==> src/sv/pni_pkg.sv <==
// ----------------------------------------------------------------------------
// pni_pkg: shared types and constants for the PCM noise injector
// Field widths, generator constants, register indexes, the command passed
// from the front end to the back end, and the back-end sequencer states.
// ----------------------------------------------------------------------------
package pni_pkg;

  localparam int DATA_W      = 8;
  localparam int SAMPLE_W    = 16;
  localparam int RNG_W       = 31;
  localparam int GAIN_W      = 18;
  localparam int CFG_IDX_W   = 1;
  localparam int CFG_DATA_W  = 18;
  localparam int NOISE_SHIFT = 30;

  // default depth of the command queue between front and back
  localparam int CMD_DEPTH = 4;

  // linear congruential generator, modulo 2^31
  localparam logic [RNG_W-1:0] LCG_MUL   = 31'd1103515245;
  localparam logic [RNG_W-1:0] LCG_ADD   = 31'd12345;
  localparam logic [RNG_W-1:0] RNG_RESET = 31'd1;

  // configuration register indexes
  localparam logic [CFG_IDX_W-1:0] CFG_NOISE_ENABLE = 1'd0;
  localparam logic [CFG_IDX_W-1:0] CFG_NOISE_GAIN   = 1'd1;

  // one classified request: a byte to forward, or a full sample to process
  typedef struct packed {
    logic                is_sample;
    logic [SAMPLE_W-1:0] data;
  } cmd_t;

  typedef enum logic [2:0] {
    ST_IDLE,
    ST_LCG,
    ST_SCALE,
    ST_SUM,
    ST_EMIT_LO,
    ST_EMIT_HI
  } back_state_t;

endpackage

==> src/sv/pni_front.sv <==
// ----------------------------------------------------------------------------
// pni_front: input byte pairing
// Accepts bytes, tracks the low/high byte phase, holds the low byte and
// turns each forwarded byte or completed sample into a command for the back end.
// ----------------------------------------------------------------------------
module pni_front (
  input  logic                       clk,
  input  logic                       rst,
  input  logic                       push,
  output logic                       full,
  input  logic [pni_pkg::DATA_W-1:0] data_byte,
  input  logic                       noise_enable,
  input  logic                       cmd_full,
  output logic                       cmd_push,
  output pni_pkg::cmd_t              cmd
);
  import pni_pkg::*;

  logic              accept;
  logic              byte_phase;
  logic [DATA_W-1:0] held_low_byte;

  assign full   = cmd_full;
  assign accept = push && !cmd_full;

  // classify: forward as-is, hold a low byte, or form a sample
  always_comb begin
    cmd_push      = accept && (!noise_enable || byte_phase);
    cmd.is_sample = noise_enable;
    if (noise_enable) begin
      cmd.data = {data_byte, held_low_byte};
    end else begin
      cmd.data = {{(SAMPLE_W-DATA_W){1'b0}}, data_byte};
    end
  end

  // phase counts every byte in both modes
  always_ff @(posedge clk) begin
    if (rst) begin
      byte_phase    <= 1'b0;
      held_low_byte <= '0;
    end else if (accept) begin
      byte_phase <= ~byte_phase;
      if (noise_enable && !byte_phase) begin
        held_low_byte <= data_byte;
      end
    end
  end

endmodule

==> src/sv/pni_cmd_fifo.sv <==
// ----------------------------------------------------------------------------
// pni_cmd_fifo: command queue
// Small register queue that lets the front end keep taking bytes while the
// back end works on a sample.
// ----------------------------------------------------------------------------
module pni_cmd_fifo #(
  parameter int DEPTH = pni_pkg::CMD_DEPTH
) (
  input  logic          clk,
  input  logic          rst,
  input  logic          wr_en,
  input  pni_pkg::cmd_t wr_data,
  output logic          full,
  input  logic          rd_en,
  output pni_pkg::cmd_t rd_data,
  output logic          empty
);
  import pni_pkg::*;

  localparam int PTR_W = $clog2(DEPTH);
  localparam int CNT_W = $clog2(DEPTH + 1);
  localparam logic [PTR_W-1:0] LAST_PTR = PTR_W'(DEPTH - 1);

  cmd_t             entries [DEPTH];
  logic [PTR_W-1:0] wr_ptr;
  logic [PTR_W-1:0] rd_ptr;
  logic [CNT_W-1:0] count;
  logic             do_wr;
  logic             do_rd;

  assign full    = (count == CNT_W'(DEPTH));
  assign empty   = (count == '0);
  assign do_wr   = wr_en && !full;
  assign do_rd   = rd_en && !empty;
  assign rd_data = entries[rd_ptr];

  // pointers and fill count
  always_ff @(posedge clk) begin
    if (rst) begin
      wr_ptr <= '0;
      rd_ptr <= '0;
      count  <= '0;
    end else begin
      if (do_wr) begin
        wr_ptr <= (wr_ptr == LAST_PTR) ? '0 : wr_ptr + 1'b1;
      end
      if (do_rd) begin
        rd_ptr <= (rd_ptr == LAST_PTR) ? '0 : rd_ptr + 1'b1;
      end
      if (do_wr && !do_rd) begin
        count <= count + 1'b1;
      end else if (do_rd && !do_wr) begin
        count <= count - 1'b1;
      end
    end
  end

  // storage
  always_ff @(posedge clk) begin
    if (do_wr) begin
      entries[wr_ptr] <= wr_data;
    end
  end

endmodule

==> src/sv/pni_back.sv <==
// ----------------------------------------------------------------------------
// pni_back: noise sequencer and output register
// Forwards plain bytes, and for a sample steps the generator, scales it by
// the gain, adds and saturates, then sends low and high byte.
// ----------------------------------------------------------------------------
module pni_back (
  input  logic                       clk,
  input  logic                       rst,
  input  logic [pni_pkg::GAIN_W-1:0] noise_gain,
  input  logic                       cmd_empty,
  input  pni_pkg::cmd_t              cmd,
  output logic                       cmd_pop,
  input  logic                       pop,
  output logic                       empty,
  output logic [pni_pkg::DATA_W-1:0] out_byte,
  output logic                       last
);
  import pni_pkg::*;

  localparam int PROD_W  = RNG_W + GAIN_W;
  localparam int NOISE_W = GAIN_W + 2;
  localparam int SUM_W   = SAMPLE_W + 5;
  localparam logic signed [SUM_W-1:0] SAT_HIGH = SUM_W'(32767);
  localparam logic signed [SUM_W-1:0] SAT_LOW  = -SUM_W'(32767);

  back_state_t                state;
  back_state_t                state_next;
  logic [RNG_W-1:0]           rng_state;
  logic [RNG_W-1:0]           rng_state_next;
  logic signed [SAMPLE_W-1:0] sample;
  logic [PROD_W-1:0]          prod;
  logic [PROD_W-1:0]          prod_next;
  logic [SAMPLE_W-1:0]        result;
  logic [SAMPLE_W-1:0]        result_next;
  logic signed [NOISE_W-1:0]  noise;
  logic signed [SUM_W-1:0]    sum;
  logic                       out_valid;
  logic                       out_free;
  logic                       out_load;
  logic [DATA_W-1:0]          out_byte_next;
  logic                       last_next;
  logic                       sample_load;
  logic                       rng_load;
  logic                       prod_load;
  logic                       result_load;

  assign empty    = !out_valid;
  assign out_free = !out_valid || pop;

  // datapath: generator step, gain multiply, offset/add/saturate
  assign rng_state_next = RNG_W'(rng_state * LCG_MUL) + LCG_ADD;
  assign prod_next = {{GAIN_W{1'b0}}, rng_state} * {{RNG_W{1'b0}}, noise_gain};
  assign noise = $signed({1'b0, prod[PROD_W-1:NOISE_SHIFT]})
               - $signed({2'b00, noise_gain});

  always_comb begin
    sum = SUM_W'(sample) + SUM_W'(noise);
    if (sum > SAT_HIGH) begin
      result_next = SAT_HIGH[SAMPLE_W-1:0];
    end else if (sum < SAT_LOW) begin
      result_next = SAT_LOW[SAMPLE_W-1:0];
    end else begin
      result_next = sum[SAMPLE_W-1:0];
    end
  end

  // next state
  always_comb begin
    state_next = state;
    unique case (state)
      ST_IDLE: begin
        if (!cmd_empty && cmd.is_sample) begin
          state_next = ST_LCG;
        end
      end
      ST_LCG:   state_next = ST_SCALE;
      ST_SCALE: state_next = ST_SUM;
      ST_SUM:   state_next = ST_EMIT_LO;
      ST_EMIT_LO: begin
        if (out_free) begin
          state_next = ST_EMIT_HI;
        end
      end
      ST_EMIT_HI: begin
        if (out_free) begin
          state_next = ST_IDLE;
        end
      end
      default: state_next = ST_IDLE;
    endcase
  end

  // sequencer outputs
  always_comb begin
    cmd_pop       = 1'b0;
    out_load      = 1'b0;
    out_byte_next = result[DATA_W-1:0];
    last_next     = 1'b0;
    sample_load   = 1'b0;
    rng_load      = 1'b0;
    prod_load     = 1'b0;
    result_load   = 1'b0;
    unique case (state)
      ST_IDLE: begin
        if (!cmd_empty) begin
          if (cmd.is_sample) begin
            cmd_pop     = 1'b1;
            sample_load = 1'b1;
          end else if (out_free) begin
            cmd_pop       = 1'b1;
            out_load      = 1'b1;
            out_byte_next = cmd.data[DATA_W-1:0];
            last_next     = 1'b1;
          end
        end
      end
      ST_LCG:   rng_load    = 1'b1;
      ST_SCALE: prod_load   = 1'b1;
      ST_SUM:   result_load = 1'b1;
      ST_EMIT_LO: begin
        out_load      = out_free;
        out_byte_next = result[DATA_W-1:0];
      end
      ST_EMIT_HI: begin
        out_load      = out_free;
        out_byte_next = result[SAMPLE_W-1:DATA_W];
        last_next     = 1'b1;
      end
      default: begin
        cmd_pop = 1'b0;
      end
    endcase
  end

  // control registers
  always_ff @(posedge clk) begin
    if (rst) begin
      state     <= ST_IDLE;
      rng_state <= RNG_RESET;
      out_valid <= 1'b0;
    end else begin
      state <= state_next;
      if (rng_load) begin
        rng_state <= rng_state_next;
      end
      if (out_load) begin
        out_valid <= 1'b1;
      end else if (pop) begin
        out_valid <= 1'b0;
      end
    end
  end

  // payload registers
  always_ff @(posedge clk) begin
    if (sample_load) begin
      sample <= $signed(cmd.data);
    end
    if (prod_load) begin
      prod <= prod_next;
    end
    if (result_load) begin
      result <= result_next;
    end
    if (out_load) begin
      out_byte <= out_byte_next;
      last     <= last_next;
    end
  end

endmodule

==> src/sv/pcm_noise_injector.sv <==
// ----------------------------------------------------------------------------
// pcm_noise_injector: uniform noise on a 16-bit little-endian PCM byte stream
// Pairs bytes into samples, adds scaled generator noise, saturates to
// +-32767 and returns the sample as two bytes, low byte first.
// ----------------------------------------------------------------------------
// With noise off, every byte is forwarded and the block sustains one byte
// per cycle while pop is held high. With noise on, the low byte is held
// and the high byte forms a sample that the back-end sequencer steps
// through queue pop, generator multiply, gain multiply, add and saturate,
// then the low and high output bytes through the single output register;
// it pops no new command until both bytes are out. The front end keeps
// accepting bytes into a CMD_DEPTH-entry command queue while the back end is
// busy; full rises when that queue fills. Configuration is taken on any
// cycle with cfg_write high; writes belong between streams.
// ----------------------------------------------------------------------------
module pcm_noise_injector #(
  parameter int CMD_DEPTH = pni_pkg::CMD_DEPTH
) (
  input  logic                           clk,
  input  logic                           rst,
  input  logic                           push,
  output logic                           full,
  input  logic [pni_pkg::DATA_W-1:0]     data_byte,
  output logic                           empty,
  input  logic                           pop,
  output logic [pni_pkg::DATA_W-1:0]     out_byte,
  output logic                           last,
  input  logic                           cfg_write,
  input  logic [pni_pkg::CFG_IDX_W-1:0]  cfg_index,
  input  logic [pni_pkg::CFG_DATA_W-1:0] cfg_data
);
  import pni_pkg::*;

  logic              noise_enable;
  logic [GAIN_W-1:0] noise_gain;
  logic              cmd_push;
  logic              cmd_pop;
  logic              cmd_full;
  logic              cmd_empty;
  cmd_t              cmd_in;
  cmd_t              cmd_out;

  // configuration registers
  always_ff @(posedge clk) begin
    if (rst) begin
      noise_enable <= 1'b0;
      noise_gain   <= '0;
    end else if (cfg_write) begin
      unique case (cfg_index)
        CFG_NOISE_ENABLE: noise_enable <= cfg_data[0];
        CFG_NOISE_GAIN:   noise_gain   <= cfg_data[GAIN_W-1:0];
        default:          noise_enable <= noise_enable;
      endcase
    end
  end

  pni_front u_front (
    .clk          (clk),
    .rst          (rst),
    .push         (push),
    .full         (full),
    .data_byte    (data_byte),
    .noise_enable (noise_enable),
    .cmd_full     (cmd_full),
    .cmd_push     (cmd_push),
    .cmd          (cmd_in)
  );

  pni_cmd_fifo #(
    .DEPTH (CMD_DEPTH)
  ) u_cmd_fifo (
    .clk     (clk),
    .rst     (rst),
    .wr_en   (cmd_push),
    .wr_data (cmd_in),
    .full    (cmd_full),
    .rd_en   (cmd_pop),
    .rd_data (cmd_out),
    .empty   (cmd_empty)
  );

  pni_back u_back (
    .clk        (clk),
    .rst        (rst),
    .noise_gain (noise_gain),
    .cmd_empty  (cmd_empty),
    .cmd        (cmd_out),
    .cmd_pop    (cmd_pop),
    .pop        (pop),
    .empty      (empty),
    .out_byte   (out_byte),
    .last       (last)
  );

  // front never writes a full command queue
  a_no_push_full: assert property (@(posedge clk) disable iff (rst)
    cmd_push |-> !cmd_full)
    else $error("command queue written while full");

  // back never pops an empty command queue
  a_no_pop_empty: assert property (@(posedge clk) disable iff (rst)
    cmd_pop |-> !cmd_empty)
    else $error("command queue read while empty");

  // with noise off, every accepted byte becomes a request to the back end
  a_bypass_forwards: assert property (@(posedge clk) disable iff (rst)
    (push && !full && !noise_enable) |-> cmd_push)
    else $error("bypass byte not forwarded");

endmodule

==> config.mk <==
export PLATFORM = sky130hd
export DESIGN_NAME = pcm_noise_injector
export DESIGN_NICKNAME = d
export VERILOG_FILES = /design/src/sv/pni_pkg.sv /design/src/sv/pni_front.sv /design/src/sv/pni_cmd_fifo.sv /design/src/sv/pni_back.sv /design/src/sv/pcm_noise_injector.sv
export SDC_FILE = /design/constraint.sdc
export NUM_CORES = 2
export LEC_CHECK = 0
export BUFFER_PORTS_ARGS = -buffer_cell sky130_fd_sc_hd__buf_4
export CAP_MARGIN = 20
export CORE_MARGIN = 4
export CORE_UTILIZATION = 60
export DETAILED_ROUTE_END_ITERATION = 8
export PLACE_DENSITY = 0.8
export SYNTH_ARGS = -nofsm -noshare
export SYNTH_HDL_FRONTEND = slang
export SYNTH_SLANG_ARGS = --single-unit
==> constraint.sdc <==
create_clock -name clk -period 14.82 [get_ports clk]
set_input_delay 2.964 -clock clk [delete_from_list [all_inputs] [get_ports clk]]
set_output_delay 2.964 -clock clk [all_outputs]
set_load 0.01 [all_outputs]
==> reports/qor.log <==
[status] result of the run completed
[placement] HPWL after detailed placement 69,700 µm
[logic_synthesis] Warnings, synthesis 0
[setup_path] Critical Path Start u_back.rng_state[12]$_SDFFE_PP0P_
[final_layout] area occupied by multi-input gates 24,800 µm²
[placement] port buffer count 42
[drt] total length of routed wires 87,300 µm
[clock_network] H-tree Lvls 4
[logic_synthesis] cell area after synthesis 34,100 µm²
[final_layout] diodes inserted 0
[final_layout] Net count, final 4,644
[logic_synthesis] count of flip-flops with a built-in enable after synthesis 128
[setup_path] reg2reg start u_back.rng_state[12]$_SDFFE_PP0P_
[grt] remaining global-route overflow 0
[setup_path] critical register-to-register path endpoint u_back.rng_state[28]$_SDFFE_PP0P_
[final_layout] layout cells sized above 1 4.61%
[timing] Final Slew Violations 0
[logic_synthesis] per-instance average area after synthesis 9.38 µm²
[timing] number of setup violations in the final report 0
[clock_network] Max Buffers Root-to-Sink 2
[setup_path] worst endpoint data arrival time 8.59 ns
[clock_network] number of sinks handled by clock tree synthesis 200
[logic_synthesis] predominant post-synthesis flop cell edfxtp_1
[pwr] Pleak 18.1 nW
[final_layout] Fillers 4,447
[drt] count of nets left with antenna violations after detail routing 0
[placement] placed inst area 35,200 µm²
[timing] peak clock frequency supported by timing 122 MHz
[clock_network] cts bufs inserted 17
[drt] first-pass iteration count of the detailed router 6
[die] effective utilization at floorplan 60.6%
[clock_network] number of post-CTS setup repair buffers 0
[timing] transition time at the pin with the least slew margin 1.18 ns
[min_path] number of cells on the worst hold path 2
[placement] routability-driven placement congestion ratio 0.972
[timing] normalized max-slew margin 19.4%
[drt] DRT iter0 DRCs 1,969
[logic_synthesis] register area share after synthesis 15.5%
[die] Die Wd 246 µm
[die] top-level port count 43
[logic_synthesis] fraction of registers with async set or reset after synthesis 0%
[clock_network] post-CTS clock slew at the launch and capture registers of the worst setup and hold paths 0.09 ns
[grt] GR Util All Layers 30.3%
[setup_path] Worst Reg2Reg Path Length in Cells 20
[timing] Clock Skews 0.0234 ns
[grt] antenna violations before repair 0
[final_layout] area taken by flip-flops and latches 5290 µm²
[timing] sum of negative setup slack 0 ns
[setup_path] Worst setup SP type flip-flop
[min_path] worst hold start u_cmd_fifo.rd_ptr[0]$_SDFFE_PP0P_
[final_layout] area of all placed cells without fillers 35,800 µm²
[min_path] end of the worst hold path u_cmd_fifo.rd_ptr[0]$_SDFFE_PP0P_
[flow_run] MaxCap Viol Count 0
[timing] setup repair after global routing missed its margin no
[setup_path] biggest fanout along the worst timing path 17
[logic_synthesis] synthesized net count 4,668
[setup_path] required time reported for the critical path endpoint 15.21 ns
[setup_path] Worst setup EP type flip-flop
[timing] number of hold violations in the final report 0
[die] full die area 60,700 µm²
[clock_network] clock latency at the later pin of the worst-skew pair 0.50 ns
[clock_network] number of gates resized after CTS 0
[clock_network] buffer cell driving the clock tree root clkbuf_16
[drt] total via count in the routed design 24,800
[grt] global-route wire length before repair 141,000 µm
[die] placeable core region 56,300 µm²
[min_path] min-delay worst type flip-flop to flip-flop
[pwr] highest ir drop seen on vdd 0.000454 V
[grt] largest net degree at the start of global routing 75
[die] number of placement rows 87
[logic_synthesis] Unique masters post-synth 69
[logic_synthesis] number of synthesized register bits 200
[setup_path] reg-to-reg slack, setup 6.62 ns
[final_layout] area added between synthesis and finish 5.10%
[drt] DRC errors left 0
[timing] final critical-path share of the clock period 55.4%
[grt] vias in the first global route 27,000
[drt] Vias per Instance 5.67
[clock_network] hold buffer count at cts 0
[logic_synthesis] count of mapped cells out of synthesis 3,634
[setup_path] critical path start-end classification flip-flop to flip-flop
[timing] final period demand of the worst path 8.20 ns
[pwr] pwr/cell area 203 nW/µm²
[drt] per-cell routed wire length 19.9 µm
[die] die height 246 µm
[clock_network] TritonCTS clock tree yes
==> cells in the final DEF, fill, tap and decap left out, drive strengths merged, types with 7 or more instances in the layout <==
| cell type | count |
|---|---|
| nor2b | 10 |
| edfxtp | 128 |
| ha | 354 |
| a21o | 43 |
| buf | 83 |
| o21a | 18 |
| and3 | 7 |
| mux4 | 17 |
| nand4 | 12 |
| nand2b | 13 |
| clkbuf | 17 |
| xor2 | 38 |
| nor2 | 268 |
| a22oi | 8 |
| nor3 | 22 |
| mux2 | 8 |
| a21oi | 118 |
| mux2i | 16 |
| fa | 648 |
| nand3 | 11 |
| xnor2 | 68 |
| a211oi | 13 |
| dfxtp | 72 |
| clkinv | 14 |
| a31oi | 16 |
| o21ai | 50 |
| inv | 935 |
| and2 | 61 |
| nand2 | 477 |
| o21bai | 9 |
==> synth_stat cells, drive strengths merged, types with 13 or more instances <==
cell    count  area [µm²]
fa        648       13000
a31oi      16         106
xnor2      68         596
xor2       38         333
a211oi     13         103
nor2      268        1010
nor3       22         115
dfxtp      72        1440
a21o       43         323
nand2     477        1790
ha        354        4430
and2       61         382
mux2i      16         160
inv       922        3460
o21ai      50         254
mux4       17         383
nand2b     13        81.3
a21oi     118         594
clkbuf    116         435
o21a       18         135
edfxtp    128        3840
==> per-layer routing <==
layer,track usage (%),wire (µm),vias up
li1,-,-,10900
met1,35.8,31100,12300
met2,51.4,42200,1204
met3,6.50,7470,378
met4,17.8,6580,0
met5,0,0,-
==> worst max-delay path, cell delays in order, from the launching register on <==
cell       delay [ns]
dfxtp_1          0.97
clkinv_1         0.62
fa_1             0.66
fa_1             0.52
fa_1             0.49
inv_1            0.06
fa_1             0.48
fa_1             0.47
fa_1             0.52
inv_1            0.05
fa_1             0.47
inv_1            0.04
ha_1             0.38
and4_1           0.26
nand2_1          0.09
a2111oi_0        0.93
o21ai_1          0.27
nand2b_1         0.18
a31oi_1          0.12
or4_1            0.40
o311ai_0         0.10
==> registers in the layout (all words and copies together) (netlist names), named ones only <==
signal,cells
u_cmd_fifo.count,3
u_cmd_fifo.rd_ptr,2
u_cmd_fifo.entries,68
u_back.state,3
u_front.byte_phase,1
u_back.prod,19
u_back.result,16
u_back.rng_state,31
noise_enable,1
u_back.out_valid,1
noise_gain,18
u_back.sample,16
u_back.last,1
u_back.out_byte,8
u_cmd_fifo.wr_ptr,2
u_front.held_low_byte,8
==> cell type report <==
class	count	share of cell area, %
flip-flops and latches	200	14.8
inverters	934	9.79
clock inverters	15	0.615
well taps	756	2.64
repair buffers	83	1.74
clock buffers	17	1.19
multi-input cells	2374	69.3
==> worst max-delay path by stage <==
stage	to	cells after the start
finish	u_back.rng_state[28]$_SDFFE_PP0P_	20
global route	u_back.rng_state[28]$_SDFFE_PP0P_	20
CTS	u_back.rng_state[28]$_SDFFE_PP0P_	20
detailed placement	u_back.rng_state[28]$_SDFFE_PP0P_	20
global placement	u_back.rng_state[28]$_SDFFE_PP0P_	20
floorplan	u_back.rng_state[29]$_SDFFE_PP0P_	27
==> cell families after synthesis <==
kind of cell	count (synthesis)	share of synthesized area (%)
AOI/OAI and AO/OA	316	5.95
xor gates and xnor gates	106	2.72
adders and majority gates	1002	51.1
buffers and inverters	1060	11.7
DFF	200	15.5
muxes	41	1.86
and+or+nand+nor	909	11.2
==> power breakdown <==
part	total [mW]	internal (mW)	switching, mW	leakage (nW)
clock	0.525	0.241	0.284	0.313
sequential	0.834	0.751	0.0832	1.77
combinational	5.91	2.40	3.51	16.0
total	7.27	3.40	3.87	18.1
==> stage by stage <==
stage          utilization (%)  instances  hold WS [ns]  power (mW)  setup WS, ns
2_1_floorplan                -       3634         0.448        5.28          8.26
3_3_place_gp              62.5       4347         0.468        6.51          7.07
3_5_place_dp              62.5       4347         0.485        6.69          7.01
4_1_cts                   63.7       4379         0.505        7.27          6.96
5_1_grt                   63.7       4379         0.531        8.09          6.48
6_report                  63.7       4379         0.500        7.27          6.62
(Power assumes the default switching activity.)
